File: src/hdl/srk_pkg.sv
`timescale 1ns / 1ps
`default_nettype none
// ----------------------------------------------------------------------------
// srk_pkg
// shared types and constants of the symmetric rank-k update block
// ----------------------------------------------------------------------------
package srk_pkg;

  localparam int unsigned DIM    = 8;
  localparam int unsigned IDX_W  = 3;
  localparam int unsigned CFG_IW = 3;
  localparam int unsigned CFG_DW = 32;

  typedef enum logic [1:0] {
    REQ_LOAD_A = 2'd0,
    REQ_LOAD_C = 2'd1,
    REQ_START  = 2'd2,
    REQ_NONE   = 2'd3
  } req_e;

  typedef enum logic [2:0] {
    CFG_UPPER = 3'd0,
    CFG_TRANS = 3'd1,
    CFG_ORDER = 3'd2,
    CFG_INNER = 3'd3,
    CFG_ALPHA = 3'd4,
    CFG_BETA  = 3'd5
  } cfg_e;

  // back end walk states
  typedef enum logic [3:0] {
    ST_IDLE, ST_INIT, ST_RD, ST_MAC, ST_MULA, ST_MULB, ST_LOWA, ST_LOWB,
    ST_SUM, ST_EMIT
  } state_e;

  // one queued word between front and back
  typedef struct packed {
    req_e              req;
    logic [IDX_W-1:0]  row;
    logic [IDX_W-1:0]  col;
    logic [15:0]       a_val;
    logic [31:0]       c_val;
  } cmd_t;

  // configuration seen by the back end
  typedef struct packed {
    logic        upper;
    logic        trans;
    logic [3:0]  n;
    logic [3:0]  k;
    logic [31:0] alpha;
    logic [31:0] beta;
  } cfg_t;

endpackage
`default_nettype wire

File: src/hdl/srk_front.sv
`timescale 1ns / 1ps
`default_nettype none
// ----------------------------------------------------------------------------
// srk_front
// accepts input words, drops unused codes, queues commands (two-entry fifo)
// ----------------------------------------------------------------------------
module srk_front (
  input  wire                  clk_i,
  input  wire                  rst_ni,
  input  wire                  in_valid_i,
  output logic                 in_ready_o,
  input  wire  [1:0]           req_type_i,
  input  wire  [2:0]           row_index_i,
  input  wire  [2:0]           col_index_i,
  input  wire  [15:0]          a_value_i,
  input  wire  [31:0]          c_value_i,
  output logic                 cmd_valid_o,
  input  wire                  cmd_ready_i,
  output srk_pkg::cmd_t        cmd_o
);
  import srk_pkg::*;

  cmd_t       mem_q [2];
  logic       wp_q, rp_q;
  logic [1:0] cnt_q;
  logic       push, pop;

  assign in_ready_o  = (cnt_q != 2'd2);
  assign cmd_valid_o = (cnt_q != 2'd0);
  assign cmd_o       = mem_q[rp_q];
  // unused code is accepted and dropped here
  assign push = in_valid_i && in_ready_o && (req_e'(req_type_i) != REQ_NONE);
  assign pop  = cmd_valid_o && cmd_ready_i;

  always_ff @(posedge clk_i) begin
    if (push) begin
      mem_q[wp_q] <= '{req: req_e'(req_type_i), row: row_index_i, col: col_index_i,
                       a_val: a_value_i, c_val: c_value_i};
    end
  end

  always_ff @(posedge clk_i or negedge rst_ni) begin
    if (!rst_ni) begin
      wp_q  <= 1'b0;
      rp_q  <= 1'b0;
      cnt_q <= 2'd0;
    end else begin
      if (push) wp_q <= ~wp_q;
      if (pop)  rp_q <= ~rp_q;
      cnt_q <= cnt_q + {1'b0, push} - {1'b0, pop};
    end
  end

endmodule
`default_nettype wire

File: config.mk
export PLATFORM = sky130hd
export DESIGN_NAME = srk_front
export DESIGN_NICKNAME = d
export VERILOG_FILES = /design/src/hdl/srk_pkg.sv /design/src/hdl/srk_front.sv
export SDC_FILE = /design/constraint.sdc
export NUM_CORES = 1
export LEC_CHECK = 0
export ABC_AREA = 0
export BUFFER_PORTS_ARGS = -buffer_cell sky130_fd_sc_hd__clkbuf_2
export CAP_MARGIN = 30
export CORE_MARGIN = 3
export CORE_UTILIZATION = 25
export DETAILED_ROUTE_END_ITERATION = 16
export PLACE_DENSITY_LB_ADDON = 0.15
export SLEW_MARGIN = 20
export SYNTH_ARGS = -nofsm -noshare
export SYNTH_HDL_FRONTEND = slang
export SYNTH_SLANG_ARGS = --single-unit
File: constraint.sdc
create_clock -name clk_i -period 4.35 [get_ports clk_i]
set_input_delay 0.87 -clock clk_i [delete_from_list [all_inputs] [get_ports clk_i]]
set_output_delay 0.87 -clock clk_i [all_outputs]
set_load 0.02 [all_outputs]
==> run metrics <==
Sequential Power Share=37.5%; core area=16,820 um^2; Slew @ Worst Pin=0.7141 ns; crit path launch=rp_q; FF/Latch Area=3467 um^2; CTS Sinks=116; cell breakdown of the critical path=buf_16, mux2_2, clkbuf_2; Synth Warn #=0; internal power=2.955 mW; Final Cell Area=5869 um^2; Pleak=2.282 nW; clock root cell=clkbuf_16; met1 wire length=3584 um; largest net degree at the start of global routing=33; CP endpoint=cmd_o[52]; Rows=47; pwr/cell area=719.2 nW/um^2; routed wl met2=4049 um; buffer count from post-CTS setup fixing=0; critical path endpoint category=output pin; drt first pass iters=3; Final HPWL DP=5591 um; Logic pwr share=28.6%; DRC=0; post-synthesis sequential area ratio=79.36%; Max-slew headroom=52.28%; FMAX=0.3496 GHz; first-pass GRT wire length=13,090 um; RSZ-0062 raised after global routing=false; Routed wire per std cell=14.98 um; Longest Clk Path Bufs=2; clock power share=34.0%; total number of vias=2,227; Syn Nets=255; vias per std cell=3.963; Reg2Reg Depth=4; max-cap violation count=0; Cell variety after synth=16; clock skew after layout=0.005082 ns; die height=138.1 um; final setup violating endpoints=0; area of the multi-input gates=853.3 um^2; post-route ant nets=0; Hold-fix buffers, CTS=0; Initial Utilization=25.95%; post_cts resized=0; HP Class=in -> async; Fin. Hold Viols=0; Routed WL=8417 um; Crit path required time=3.48 ns; placed cell areas=5254 um^2; CTS Buf Count=17; initial DRC count=53; IO Port Bufs=117; terminus of the critical flop-to-flop path=mem_q[0][51]; # fillers=1,660; fin. max-slew vios=0; FF-to-FF Start=cnt_q[1]; share of post-route cells with drive strength above 1=61.70%; Avg Inst Size Synth=22.61 um^2; Clock Latency Late Sink=0.41 ns; WS Path Type=reg -> out; #FFs+latches synth=116; Critical Path Start Type=register; r2r setup slk=2.18 ns; antenna fix cells=0; CP peak stage delay=0.73 ns; Die X=138.1 um; H-tree depth=4; VDD IR max=0.0002510 V; Total Routing Usage GR=9.135%; area of the mapped netlist=4364 um^2; die area=19,080 um^2; P_sw=1.266 mW; status=completed; total negative slack=0 ns; Tcrit/Tclk final=65.76%; met3 WL=631 um; initial antenna violation count=0; Max Fanout on Critical Path=32; Clk pin slew, worst setup/hold paths=0.06 ns; crit path time final=2.861 ns; vias in the first global route=2,401; Nets=391; CP max-delay cell=dfrtp_4; Worst Path Arrival=1.99 ns; Area Growth Syn to Fin=34.49%; CTS tree=yes; Post-Synthesis Cells=193; sw frac=29.99%; top layer in use=met4; Overflow after GRT=0; gpl congestion=0.7042; IO Pins=118
[cells in the mapped netlist, drive strengths merged]
master / n / area (um^2)
and2: 1 / 6.260
buf: 6 / 55.05
dfrtp: 4 / 100.1
edfxtp: 112 / 3363
ha: 2 / 25.02
inv: 2 / 7.510
mux2: 56 / 743.2
nand2: 1 / 3.750
nand2b: 1 / 6.260
nand3: 1 / 5.000
nor2: 2 / 7.510
or2: 1 / 6.260
xnor2: 3 / 26.28
xor2: 1 / 8.760
[sequential cells by signal (all words and copies together), names as in the netlist]
signal / flops
wp_q: 1
rp_q: 1
cnt_q: 2
mem_q: 112
[layout make-up]
| cell class | instances | share of cell area [%] |
|---|---|---|
| flip-flops and latches | 116 | 59.07 |
| multi-input cells | 69 | 14.54 |
| repair buffers | 123 | 11.09 |
| clock buffers | 18 | 7.312 |
| well taps | 220 | 4.690 |
| clock inverters | 14 | 3.176 |
| inverters | 2 | 0.1279 |
[layout by cell type (no fill, tap or decap), drive strengths merged]
master and instances:
nand3 1, dfrtp 4, nor2 2, clkinv 4
inv 2, clkinvlp 6, and2 1, xor2 1
nand2b 1, or2 1, xnor2 3, clkbuf 135
buf 6, ha 2, nand2 1, mux2 56
edfxtp 112, bufinv 4
[metrics by stage]
stage	std cells	power, mW	util, %	worst slack [ns]	hold WS (ns)
after floorplan	193	2.462	-	0.4391	0.4601
after global placement	529	2.825	31.07	1.672	0.4788
after detailed placement	530	2.855	31.24	1.623	0.4953
after CTS	562	4.313	34.90	1.403	0.2430
after global routing	562	4.434	34.90	1.368	0.2431
final	562	4.221	34.90	1.489	0.2698
[worst min path at each step]
stage,from,endpoint,slack (ns)
after global routing,rst_ni,cnt_q[1],0.24
after CTS,rst_ni,cnt_q[1],0.24
after detailed placement,cnt_q[1],cnt_q[1],0.50
after floorplan,cnt_q[1],cnt_q[1],0.46
final,rst_ni,cnt_q[1],0.27
after global placement,cnt_q[1],cnt_q[1],0.48
[logic make-up (layout without fill, tap and decap cells)]
family	after synthesis	after routing	share of synthesized area (%)
and+or+nand+nor	7	7	0.8029
xor gates and xnor gates	4	4	0.8029
adders and majority gates	2	2	0.5733
DFF	116	116	79.36
buffers and inverters	8	157	1.433
muxes	56	56	17.03
[critical path: cells and delay by family, from the launching register on]
kind	cells	cell delay, ns
flip-flops	1	0.73
buffers and inverters	2	0.44
multiplexers	1	0.38
[metal layers]
metal / vias to the layer above / GRT usage [%]
met5: - / 0
met4: 0 / 4.368
met3: 14 / 4.662
met2: 84 / 13.93
met1: 1097 / 10.71
li1: 1032 / -
[power groups by stage]
stage / registers (mW) / clock network [mW] / logic (mW)
2_1_floorplan: 1.54 / 0 / 0.917
3_3_place_gp: 1.68 / 0 / 1.15
3_5_place_dp: 1.61 / 0 / 1.24
4_1_cts: 1.59 / 1.48 / 1.25
5_1_grt: 1.61 / 1.53 / 1.30
6_report: 1.58 / 1.43 / 1.21
No activity file was read; power rests on OpenSTA's default activity.
